**config.mk**
```make
export PLATFORM = sky130hd
export DESIGN_NAME = step_detector
export DESIGN_NICKNAME = d
export VERILOG_FILES = /design/src/hdl/sd_pkg.sv /design/src/hdl/sd_step.sv /design/src/hdl/step_detector.sv
export SDC_FILE = /design/constraint.sdc
export NUM_CORES = 1
export LEC_CHECK = 0
export BUFFER_PORTS_ARGS = -buffer_cell sky130_fd_sc_hd__buf_4
export CAP_MARGIN = 10
export CORE_AREA = 2 2 175 220
export CTS_CLUSTER_SIZE = 20
export DETAILED_ROUTE_END_ITERATION = 8
export DIE_AREA = 0 0 177 222
export PLACE_DENSITY_LB_ADDON = 0.05
export SYNTH_ARGS = -nofsm -noshare
export SYNTH_HDL_FRONTEND = slang
export SYNTH_SLANG_ARGS = --single-unit
export TNS_END_PERCENT = 20
```
**constraint.sdc**
```tcl
create_clock -name clock -period 7.4 [get_ports clock]
set_input_delay 0.37 -clock clock [delete_from_list [all_inputs] [get_ports clock]]
set_output_delay 0.37 -clock clock [all_outputs]
set_load 0.02 [all_outputs]
```
**src/hdl/sd_pkg.sv**
```systemverilog
package sd_pkg;

   localparam int COUNT_WIDTH_DEFAULT  = 32;
   localparam int SAMPLE_WIDTH_DEFAULT = 16;
   localparam int THRESHOLD_WIDTH      = 16;
   localparam int INDEX_WIDTH          = 3;
   localparam int OUT_WIDTH            = 32;

   typedef enum logic [2:0] {
      PH_IDLE    = 3'b001,
      PH_STARTED = 3'b010,
      PH_PEAK    = 3'b100
   } phase_type;

   typedef enum logic [1:0] {
      KIND_UNKNOWN = 2'd0,
      KIND_SLOW    = 2'd1,
      KIND_WALK    = 2'd2,
      KIND_RUN     = 2'd3
   } kind_type;

   typedef enum logic [INDEX_WIDTH-1:0] {
      REG_SLOW_LOW  = 3'd0,
      REG_SLOW_HIGH = 3'd1,
      REG_WALK_LOW  = 3'd2,
      REG_WALK_HIGH = 3'd3,
      REG_RUN_LOW   = 3'd4,
      REG_RUN_HIGH  = 3'd5
   } reg_index_type;

   localparam logic [THRESHOLD_WIDTH-1:0] SLOW_LOW_RESET  = 16'd1000;
   localparam logic [THRESHOLD_WIDTH-1:0] SLOW_HIGH_RESET = 16'd3000;
   localparam logic [THRESHOLD_WIDTH-1:0] WALK_LOW_RESET  = 16'd2000;
   localparam logic [THRESHOLD_WIDTH-1:0] WALK_HIGH_RESET = 16'd5000;
   localparam logic [THRESHOLD_WIDTH-1:0] RUN_LOW_RESET   = 16'd3000;
   localparam logic [THRESHOLD_WIDTH-1:0] RUN_HIGH_RESET  = 16'd8000;

   localparam logic [7:0] LIMIT_RUN     = 8'd100;
   localparam logic [7:0] LIMIT_WALK    = 8'd120;
   localparam logic [7:0] LIMIT_SLOW    = 8'd130;
   localparam logic [7:0] LIMIT_UNKNOWN = 8'd150;

   typedef struct packed {
      logic [THRESHOLD_WIDTH-1:0] slow_low;
      logic [THRESHOLD_WIDTH-1:0] slow_high;
      logic [THRESHOLD_WIDTH-1:0] walk_low;
      logic [THRESHOLD_WIDTH-1:0] walk_high;
      logic [THRESHOLD_WIDTH-1:0] run_low;
      logic [THRESHOLD_WIDTH-1:0] run_high;
   } thresholds_type;

endpackage

```
**src/hdl/sd_step.sv**
```systemverilog
module sd_step
   import sd_pkg::*;
#(
   parameter int COUNT_WIDTH  = COUNT_WIDTH_DEFAULT,
   parameter int SAMPLE_WIDTH = SAMPLE_WIDTH_DEFAULT
) (
   input  thresholds_type              thresholds,
   input  logic [SAMPLE_WIDTH-1:0]     sample,
   input  logic [SAMPLE_WIDTH-1:0]     newest,
   input  logic [SAMPLE_WIDTH-1:0]     middle,
   input  logic [COUNT_WIDTH-1:0]      count,
   input  phase_type                   phase,
   input  logic [COUNT_WIDTH-1:0]      begin_index,
   input  logic [COUNT_WIDTH-1:0]      peak_index,
   input  kind_type                    motion_class,
   input  logic [THRESHOLD_WIDTH-1:0]  lower_limit,
   input  logic [SAMPLE_WIDTH-1:0]     peak_level,
   output logic [COUNT_WIDTH-1:0]      count_in,
   output phase_type                   phase_in,
   output logic [COUNT_WIDTH-1:0]      begin_index_in,
   output logic [COUNT_WIDTH-1:0]      peak_index_in,
   output kind_type                    motion_class_in,
   output logic [THRESHOLD_WIDTH-1:0]  lower_limit_in,
   output logic [SAMPLE_WIDTH-1:0]     peak_level_in,
   output logic                        done,
   output logic [OUT_WIDTH-1:0]        done_start,
   output logic [OUT_WIDTH-1:0]        done_peak,
   output logic [OUT_WIDTH-1:0]        done_end,
   output kind_type                    done_kind
);

   localparam int CMP_WIDTH = (SAMPLE_WIDTH > THRESHOLD_WIDTH) ? SAMPLE_WIDTH : THRESHOLD_WIDTH;

   logic [CMP_WIDTH-1:0]   cur;
   logic [CMP_WIDTH-1:0]   mid;
   logic [CMP_WIDTH-1:0]   old;
   logic [CMP_WIDTH-1:0]   level;
   logic [COUNT_WIDTH-1:0] span;
   logic [COUNT_WIDTH-1:0] end_index;
   logic [7:0]             limit;
   logic                   abort;
   logic                   is_peak;
   logic                   is_rise;
   phase_type              phase_now;
   logic [63:0]            start_wide;
   logic [63:0]            peak_wide;
   logic [63:0]            end_wide;

   assign cur       = CMP_WIDTH'(sample);
   assign mid       = CMP_WIDTH'(newest);
   assign old       = CMP_WIDTH'(middle);
   assign level     = CMP_WIDTH'(peak_level);
   assign count_in  = count + COUNT_WIDTH'(1);
   assign span      = count_in - begin_index;
   assign end_index = count_in - COUNT_WIDTH'(2);
   assign is_peak   = (mid > CMP_WIDTH'(thresholds.slow_high)) && (mid > old) && (mid > cur);
   assign is_rise   = (old < mid) && (mid < cur);

   always_comb begin
      case (motion_class)
         KIND_RUN:  limit = LIMIT_RUN;
         KIND_WALK: limit = LIMIT_WALK;
         KIND_SLOW: limit = LIMIT_SLOW;
         default:   limit = LIMIT_UNKNOWN;
      endcase
   end

   assign abort = ((phase == PH_STARTED) || (phase == PH_PEAK)) &&
                  (span > COUNT_WIDTH'(limit));

   always_comb begin
      phase_now       = phase;
      begin_index_in  = begin_index;
      peak_index_in   = peak_index;
      motion_class_in = motion_class;
      lower_limit_in  = lower_limit;
      peak_level_in   = peak_level;
      done            = 1'b0;
      if (abort) begin
         phase_now       = PH_IDLE;
         begin_index_in  = '0;
         peak_index_in   = '0;
         motion_class_in = KIND_UNKNOWN;
         lower_limit_in  = '0;
      end
      phase_in = phase_now;
      unique case (phase_now)
         PH_STARTED, PH_PEAK: begin
            if (is_peak && ((phase_now == PH_STARTED) || (mid > level))) begin
               phase_in      = PH_PEAK;
               peak_index_in = count_in;
               peak_level_in = newest;
               if (mid >= CMP_WIDTH'(thresholds.run_high)) begin
                  lower_limit_in  = thresholds.run_low;
                  motion_class_in = KIND_RUN;
               end else if (mid >= CMP_WIDTH'(thresholds.walk_high)) begin
                  lower_limit_in  = thresholds.walk_low;
                  motion_class_in = KIND_WALK;
               end else begin
                  lower_limit_in  = thresholds.slow_low;
                  motion_class_in = KIND_SLOW;
               end
            end
            // The end test sees the limit of a peak taken on this same word.
            if ((phase_now == PH_PEAK) && is_rise && (cur < CMP_WIDTH'(lower_limit_in))) begin
               done = 1'b1;
            end
         end
         default: begin
            phase_in = PH_IDLE;
            if ((cur > CMP_WIDTH'(thresholds.slow_low)) && is_rise) begin
               phase_in       = PH_STARTED;
               begin_index_in = end_index;
            end
         end
      endcase
      start_wide = 64'(begin_index_in);
      peak_wide  = 64'(peak_index_in);
      end_wide   = 64'(end_index);
      done_start = done ? start_wide[OUT_WIDTH-1:0] : '0;
      done_peak  = done ? peak_wide[OUT_WIDTH-1:0] : '0;
      done_end   = done ? end_wide[OUT_WIDTH-1:0] : '0;
      done_kind  = done ? motion_class_in : KIND_UNKNOWN;
      if (done) begin
         phase_in        = PH_IDLE;
         begin_index_in  = '0;
         peak_index_in   = '0;
         motion_class_in = KIND_UNKNOWN;
         lower_limit_in  = '0;
      end
   end

endmodule

```
**src/hdl/step_detector.sv**
```systemverilog
// Step detector for a stream of filtered acceleration-magnitude samples.
// The req_ channel carries one sample per word; the rsp_ channel returns
// exactly one result word per sample: step_done with the start, peak and
// end indices and the step kind, all zero when no step completed.
// Both channels use valid/ready. The six thresholds are written through
// csr_write_enable, csr_index and csr_write_data; the user must do so only
// while the block is idle; the block does not enforce it. Indices above five
// are ignored. A sample's result is registered onto rsp_ in the cycle after
// its acceptance. Throughput is one sample per cycle unless rsp_ stalls; the
// history, counter and step tracker update in one pass of compares and a
// few adds. The result register decouples the sides: a new sample is
// accepted while a result waits, provided rsp_ready takes the old one at
// the same edge. When the receiver stalls, req_ready drops and the result
// holds. Synchronous reset clears the history, the counter and the tracker
// and loads the default thresholds; no result is pending after reset.
module step_detector
   import sd_pkg::*;
#(
   parameter int COUNT_WIDTH  = COUNT_WIDTH_DEFAULT,
   parameter int SAMPLE_WIDTH = SAMPLE_WIDTH_DEFAULT
) (
   input  logic                        clock,
   input  logic                        reset,
   input  logic                        req_valid,
   output logic                        req_ready,
   input  logic [SAMPLE_WIDTH-1:0]     req_sample,
   output logic                        rsp_valid,
   input  logic                        rsp_ready,
   output logic                        rsp_step_done,
   output logic [OUT_WIDTH-1:0]        rsp_step_start,
   output logic [OUT_WIDTH-1:0]        rsp_step_peak,
   output logic [OUT_WIDTH-1:0]        rsp_step_end,
   output logic [1:0]                  rsp_step_kind,
   input  logic                        csr_write_enable,
   input  logic [INDEX_WIDTH-1:0]      csr_index,
   input  logic [THRESHOLD_WIDTH-1:0]  csr_write_data
);

   thresholds_type              thresholds_ff;
   logic [SAMPLE_WIDTH-1:0]     newest_ff;
   logic [SAMPLE_WIDTH-1:0]     middle_ff;
   logic [COUNT_WIDTH-1:0]      count_ff;
   phase_type                   phase_ff;
   logic [COUNT_WIDTH-1:0]      begin_index_ff;
   logic [COUNT_WIDTH-1:0]      peak_index_ff;
   kind_type                    motion_class_ff;
   logic [THRESHOLD_WIDTH-1:0]  lower_limit_ff;
   logic [SAMPLE_WIDTH-1:0]     peak_level_ff;
   logic                        rsp_valid_ff;
   logic                        done_ff;
   logic [OUT_WIDTH-1:0]        start_ff;
   logic [OUT_WIDTH-1:0]        peak_ff;
   logic [OUT_WIDTH-1:0]        end_ff;
   kind_type                    kind_ff;

   logic [COUNT_WIDTH-1:0]      count_in;
   phase_type                   phase_in;
   logic [COUNT_WIDTH-1:0]      begin_index_in;
   logic [COUNT_WIDTH-1:0]      peak_index_in;
   kind_type                    motion_class_in;
   logic [THRESHOLD_WIDTH-1:0]  lower_limit_in;
   logic [SAMPLE_WIDTH-1:0]     peak_level_in;
   logic                        done_in;
   logic [OUT_WIDTH-1:0]        start_in;
   logic [OUT_WIDTH-1:0]        peak_in;
   logic [OUT_WIDTH-1:0]        end_in;
   kind_type                    kind_in;
   logic                        accept;

   assign req_ready      = !rsp_valid_ff || rsp_ready;
   assign accept         = req_valid && req_ready;
   assign rsp_valid      = rsp_valid_ff;
   assign rsp_step_done  = done_ff;
   assign rsp_step_start = start_ff;
   assign rsp_step_peak  = peak_ff;
   assign rsp_step_end   = end_ff;
   assign rsp_step_kind  = kind_ff;

   sd_step #(
      .COUNT_WIDTH  (COUNT_WIDTH),
      .SAMPLE_WIDTH (SAMPLE_WIDTH)
   ) u_step (
      .thresholds      (thresholds_ff),
      .sample          (req_sample),
      .newest          (newest_ff),
      .middle          (middle_ff),
      .count           (count_ff),
      .phase           (phase_ff),
      .begin_index     (begin_index_ff),
      .peak_index      (peak_index_ff),
      .motion_class    (motion_class_ff),
      .lower_limit     (lower_limit_ff),
      .peak_level      (peak_level_ff),
      .count_in        (count_in),
      .phase_in        (phase_in),
      .begin_index_in  (begin_index_in),
      .peak_index_in   (peak_index_in),
      .motion_class_in (motion_class_in),
      .lower_limit_in  (lower_limit_in),
      .peak_level_in   (peak_level_in),
      .done            (done_in),
      .done_start      (start_in),
      .done_peak       (peak_in),
      .done_end        (end_in),
      .done_kind       (kind_in)
   );

   always_ff @(posedge clock) begin
      if (reset) begin
         thresholds_ff.slow_low  <= SLOW_LOW_RESET;
         thresholds_ff.slow_high <= SLOW_HIGH_RESET;
         thresholds_ff.walk_low  <= WALK_LOW_RESET;
         thresholds_ff.walk_high <= WALK_HIGH_RESET;
         thresholds_ff.run_low   <= RUN_LOW_RESET;
         thresholds_ff.run_high  <= RUN_HIGH_RESET;
      end else if (csr_write_enable) begin
         unique case (csr_index)
            REG_SLOW_LOW:  thresholds_ff.slow_low  <= csr_write_data;
            REG_SLOW_HIGH: thresholds_ff.slow_high <= csr_write_data;
            REG_WALK_LOW:  thresholds_ff.walk_low  <= csr_write_data;
            REG_WALK_HIGH: thresholds_ff.walk_high <= csr_write_data;
            REG_RUN_LOW:   thresholds_ff.run_low   <= csr_write_data;
            REG_RUN_HIGH:  thresholds_ff.run_high  <= csr_write_data;
            default: begin
            end
         endcase
      end
   end

   always_ff @(posedge clock) begin
      if (reset) begin
         newest_ff       <= '0;
         middle_ff       <= '0;
         count_ff        <= '0;
         phase_ff        <= PH_IDLE;
         begin_index_ff  <= '0;
         peak_index_ff   <= '0;
         motion_class_ff <= KIND_UNKNOWN;
         lower_limit_ff  <= '0;
         peak_level_ff   <= '0;
      end else if (accept) begin
         newest_ff       <= req_sample;
         middle_ff       <= newest_ff;
         count_ff        <= count_in;
         phase_ff        <= phase_in;
         begin_index_ff  <= begin_index_in;
         peak_index_ff   <= peak_index_in;
         motion_class_ff <= motion_class_in;
         lower_limit_ff  <= lower_limit_in;
         peak_level_ff   <= peak_level_in;
      end
   end

   always_ff @(posedge clock) begin
      if (reset) begin
         rsp_valid_ff <= 1'b0;
      end else if (accept) begin
         rsp_valid_ff <= 1'b1;
      end else if (rsp_ready) begin
         rsp_valid_ff <= 1'b0;
      end
   end

   always_ff @(posedge clock) begin
      if (accept) begin
         done_ff  <= done_in;
         start_ff <= start_in;
         peak_ff  <= peak_in;
         end_ff   <= end_in;
         kind_ff  <= kind_in;
      end
   end

   a_phase_onehot: assert property (@(posedge clock) disable iff (reset)
      $onehot(phase_ff))
      else $error("step tracker phase is not one-hot");

   a_peak_has_class: assert property (@(posedge clock) disable iff (reset)
      (phase_ff == PH_PEAK) |-> (motion_class_ff != KIND_UNKNOWN))
      else $error("peak phase without a motion class");

   a_done_has_kind: assert property (@(posedge clock) disable iff (reset)
      (rsp_valid_ff && done_ff) |-> (kind_ff != KIND_UNKNOWN))
      else $error("completed step reported with unknown kind");

   a_idle_result_zero: assert property (@(posedge clock) disable iff (reset)
      (rsp_valid_ff && !done_ff) |->
         ((start_ff == '0) && (peak_ff == '0) && (end_ff == '0) && (kind_ff == KIND_UNKNOWN)))
      else $error("result without a step carries nonzero fields");

   a_accept_gives_result: assert property (@(posedge clock) disable iff (reset)
      accept |=> rsp_valid_ff)
      else $error("accepted word produced no result");

endmodule
```
* Word-level counts from Yosys, hierarchy flattened
Index checks and enable logic that the tools add are counted.
** Word-level totals
- Logic and storage cells :: 101
- Flip-flop bits (word level) :: 361
- Memories :: 0
- Memory bits (read-only) :: 0
- Bits in latches :: 0
- RAM bits :: 0
- Input port bits :: 40
- Output and inout port bits :: 101
** Operators by class
- Divide/modulo/power cells :: 0
- Reduce and logical (&&, ||, !) cells :: 23
- Bitwise operators :: 0
- Muxes and demuxes :: 31
- $lt $le $gt $ge :: 11
- Multiply operators :: 0
- Equal/unequal tests :: 12
- $add $sub $neg :: 3
- Shifts and indexed selects :: 0
** Operator list (number)
- $mux 32 :: 8
- $mux 16 :: 7
- $gt 16x16->1 :: 5
- $lt 16x16->1 :: 3
- $add 32x1->32 const B :: 1
- $ge 16x16->1 :: 2
- $gt 32x8->1 :: 1
- $sub 32x2->32 const B :: 1
- $sub 32x32->32 :: 1
- $pmux 8 s3 :: 1
- $mux 2 :: 7
- $eq 3x2->1 const B :: 4
- $eq 3x3->1 const B :: 4
- $mux 3 :: 4
- $reduce_and 2->1 :: 6
- $logic_and 1x1->1 :: 9
- $eq 2x2->1 const B :: 2
- $mux 1 :: 4
- $eq 3x1->1 const B :: 1
- $logic_not 3->1 :: 1
- $logic_or 1x1->1 :: 3
- $reduce_and 3->1 :: 1
- $eq 2x1->1 const B :: 1
- $reduce_bool 2->1 :: 1
- other kinds (2) :: 2

* Longest topological paths before layout
- Word-level depth :: 15
- Gate-level depth with buffers :: 36
- Depth with buffers taken out :: 34

* By module
From an unflattened synthesis, not the netlist that was laid out.
** Second synthesis, totals
- Cells, all modules :: 2943
- Area total of the unflattened synthesis :: 23941.7 µm²
** Modules (own cells, without submodules)
- step_detector :: times used 1, area an instance 13276.5 µm², seq. area each 8217.9 µm², cells each 1236
- sd_step :: times used 1, area an instance 10665.2 µm², seq. area each 0.0 µm², cells each 1707

* Worst setup path before layout
Ideal clock, no wire load.
- Path kind :: reg-to-reg
- Start point :: reg count_ff[0]
- End point :: reg begin_index_ff[10]
- Stages on the path, launching flop included :: 35
- Slack :: -0.485 ns
- Library setup time :: 0.115 ns
- Arrival time :: 7.769 ns
- Path buffers :: 4
- Data required time :: 7.285 ns
- Cell sequence :: dfxtp_1 -> ha_1 -> nand4_1 -> nor3_1 -> and3_1 -> clkbuf_1 -> nand2_1 -> xnor2_1 -> inv_1 -> ha_1 -> clkbuf_1 -> and4_1 -> a211oi_2 -> nor3_1 -> o211ai_1 -> o2111ai_1 -> or4_4 -> nor4_4 -> nand4_4 -> o31ai_4 -> nor2_1 -> clkbuf_1 -> a22oi_1 -> ha_1 -> a21o_1 -> a21o_1 -> a21oi_1 -> o21ai_0 -> nor2b_1 -> or4_1 -> a21o_1 -> or4_4 -> a31oi_4 -> buf_6 -> o2bb2ai_2
** Between the ends
- Cells in the longest elaborated chain, start to end :: 15
- Elaborated cells on any way between the ends :: 23
** Ends and longest elaborated chain
- from (decl) :: line step_detector.sv:42 : logic [COUNT_WIDTH-1:0] count_ff;
- from (signal assigned) :: line step_detector.sv:144 : count_ff <= count_in;
- $add 32x1->32 * :: line sd_step.sv:53 : assign count_in = count + COUNT_WIDTH'(1);
- via count_in[18] :: line step_detector.sv:56 : logic [COUNT_WIDTH-1:0] count_in;
- $sub 32x32->32 * :: line sd_step.sv:54 : assign span = count_in - begin_index;
- $gt 32x8->1 * :: line sd_step.sv:69 : (span > COUNT_WIDTH'(limit));
- $logic_and 1x1->1 * :: line sd_step.sv:68 : assign abort = ((phase == PH_STARTED) || (phase == PH_PEAK)) &&
- $mux 3 :: line sd_step.sv:79 : if (abort) begin
- $eq 3x2->1 :: line sd_step.sv:87, sd_step.sv:89
- $logic_or 1x1->1 :: line sd_step.sv:89 : if (is_peak && ((phase_now == PH_STARTED) || (mid > level))) begin
- $logic_and 1x1->1 :: line sd_step.sv:89
- $mux 16 :: line sd_step.sv:89
- $mux 16 :: line sd_step.sv:87 : unique case (phase_now)
- $lt 16x16->1 :: line sd_step.sv:105 : if ((phase_now == PH_PEAK) && is_rise && (cur < CMP_WIDTH'(lower_limit_in))) begin
- $logic_and 1x1->1 :: line sd_step.sv:105
- $mux 1 :: line sd_step.sv:105
- $mux 1 :: line sd_step.sv:87
- $mux 32 * :: line sd_step.sv:124 : if (done) begin
- to (signal assigned) :: line step_detector.sv:146 : begin_index_ff <= begin_index_in;
- to (decl) :: line step_detector.sv:44 : logic [COUNT_WIDTH-1:0] begin_index_ff;
Mark *: on every way through the listed nets, which the timed path passes. The rest lies on a longest branch. The select of a mux whose other input is x is not followed.
A chain may end at the register's enable or synchronous reset.

* Worst setup path after layout
- Start point :: reg count_ff[2]
- End point :: reg begin_index_ff[13]
The elaborated chain is that of the path after synthesis.

==> metrics <==
final hold violation count=0; hpwl dp=roughly 43,000 um; Synth area leaders=dfxtp_1, edfxtp_1, ha_1, nand2_1, a21oi_1; layout cell share with drive strength beyond 1=a little under a fifth; Clock Skews=0.0182 ns; ys async rst share=0%; synth-to-layout area growth=20.4%; placed cells=3,026; pwr/cell area=210 nW/um^2; CP max FO=8; H-tree depth=2; Pwr Total=5.20 mW; Detailed Route WL=58,100 um; Post-DRT Antenna Nets=0; Slew Limit Fails=0; DR pass1 iterations=8; nets=2,811; VDD IR max=0.000211 V; gr usage total=28.7%; Final Setup Violations=0; Syn Inst Count=2,397; Distinct cells, synth=81; slowest CP cell=or4_4; share of the synthesized area in the top cell type=between 20% and 30%; Setup CP Type=flop to flop; most numerous cell in the Yosys netlist=nand2_1; filler instances=slightly above 3k; syn nets=about 2.6k; CTS Sinks=361; Initial DRC Count=1,061; ys flop type=dfxtp_1; ant diodes=0; Synth Register Bits=361; worst stage delay on the critical path=0.44 ns; WP data arrival=7.75 ns; Post-synth EDFFs=99; Via Count=17.8k; IO Pins=141; Worst Hold Slack=0.0872 ns; Skew-Pair Late Insertion Delay=0.54 ns; Worst slew margin=24.5%; Overflow after GRT=0; most used cell, CP=a21o_1; Die W=177 um; CP Capture Type=flop; Leakage=~10 nW; average wire per standard cell=18.7 um; Netlist Area Pre-Place=20,500 um^2; Required @ worst endpoint=7.83 ns; initial antenna violation count=0; first-pass GRT wire length=89,700 um; worst min path class=primary input to flop; final worst-path cycle share=98.9%; YS warnings=0; row cnt=79; Die H=222 um; Yosys top cell by area=dfxtp_1; setup_tns=0 ns; CTS tree=yes; Finished Layout Cells=3,107; post-DR vias/cell=~5.7; Post-Synthesis Mean Instance Area=8.56 um^2; DRC violations left=0; clock root buffer=clkbuf_16; critical path launch point type=flop; gpl congestion=0.971; Post-synth top cells=nand2_1, dfxtp_1, inv_1, a21oi_1, ha_1; largest buffer count on any clock path=3; Final min period=7.32 ns; Core Area=37,100 um^2; Worst Tran Pin Value=approximately 1.1 ns; Initial Util=55.4%; sequential-to-total area share from yosys stat=40.0%; IO Port Bufs=140; maximum number of pins on one net before global-route repair=90; Max Freq=0.137 GHz; MaxCap Viol Count=0; clk slew on worst S/H paths=roughly 0.060 ns; RSZ-0062 raised after global routing=yes; vias in the first global route=roughly 17k; total die area=~39,000 um^2; outcome=finished clean; CTS buffer count=36
-- cell type report --
class | instances | area (um^2) | area share, %
Timing Repair Buffer | 284 | 2280 | 9.22
Clock buffer | 44 | 982 | 3.97
Multi-Input combinational cell | 1692 | 11600 | 47.1
Tap cell | 486 | 608 | 2.46
Inverter | 223 | 842 | 3.41
Sequential cell | 361 | 8240 | 33.3
Clock inverter | 17 | 126 | 0.511
-- stage by stage --
stage               setup WS, ns  utilization (%)  area, um^2
floorplan                 0.0203                -       20600
global placement          0.0700             61.6       22800
detailed placement       -0.0179             61.6       22800
CTS                       0.0175             64.6       23900
global route              -0.178             66.7       24700
finish                    0.0783             66.7       24700
-- critical path, delay by kind of cell (launching register included) --
| kind | cells | cell delay (ns) |
|---|---|---|
| AND/OR/NAND/NOR | 12 | 2.95 |
| adder cells (fa/ha/maj) | 2 | 0.57 |
| XOR/XNOR | 1 | 0.25 |
| AO/OA/AOI/OAI | 13 | 2.43 |
| buffers and inverters | 4 | 0.61 |
| flip-flops | 1 | 0.40 |
-- path summary, 6_finish.rpt --
kind / start / end / slack [ns] / depth (start not counted)
worst max-delay path: count_ff[2]$_SDFFE_PP0P_ / begin_index_ff[13]$_SDFFE_PP0P_ / 0.08 / 32
worst min-delay path: req_valid / rsp_valid$_SDFFE_PP0P_ / 0.09 / 3
worst max register to register: count_ff[2]$_SDFFE_PP0P_ / begin_index_ff[13]$_SDFFE_PP0P_ / 0.08 / 32
worst min register to register: peak_index_ff[30]$_SDFFE_PP0P_ / peak_index_ff[30]$_SDFFE_PP0P_ / 0.45 / 2
-- layout by cell type, fill, tap and decap left out, types with 25 or more instances in the layout --
cell,synthesis,layout
edfxtp_1,99,99
o21ai_0,95,88
nor2_1,100,92
clkbuf_16,0,39
inv_1,222,213
xnor2_1,64,54
dfxtp_1,262,253
and2_1,68,67
buf_4,0,267
a21o_1,27,26
o22ai_1,34,34
nand4_1,41,41
a21oi_1,197,188
ha_1,172,160
nand3_1,66,61
nand2_1,365,361
nor3_1,64,61
o21ai_1,24,27
nand3b_1,25,25
-- where the power goes --
group / total, mW / internal (mW) / switching, mW
logic: 1.29 / 0.517 / 0.770
registers: 2.15 / 2.10 / 0.0432
clock network: 1.77 / 0.982 / 0.784
total: 5.20 / 3.60 / 1.60
-- kinds of logic after synthesis --
logic type | share of synthesized area (%)
compound gates | 17.6
xor+xnor | 4.18
fa+ha+maj | 10.6
buf+inv | 6.44
flops | 40.0
mux | 0.988
simple gates | 20.1
-- layer usage --
metal	part of all wire (%)	track usage, %	wire, um
met1	40	33.6	23400
met2	52	53.0	30200
met3	3.5	2.85	2030
met4	4.2	11.3	2470
met5	0	0	0
-- repair_timing --
action                     4_1_cts  5_1_grt
hold buffers                     0        0
resized for setup                1      127
setup buffers                    0       15
pin swaps                        0       39
gates cloned                     0        4
setup endpoints to repair       28      181
-- sequential cells by signal (all words and copies together) (netlist names), 3 cells and up --
signal	count
rsp_step_peak	32
middle_ff	16
count_ff	32
lower_limit_ff	16
phase_ff	3
rsp_step_end	32
peak_level_ff	16
thresholds_ff	96
begin_index_ff	32
peak_index_ff	32
newest_ff	16
rsp_step_start	32
Note: power is estimated with default switching activity, not from simulation.
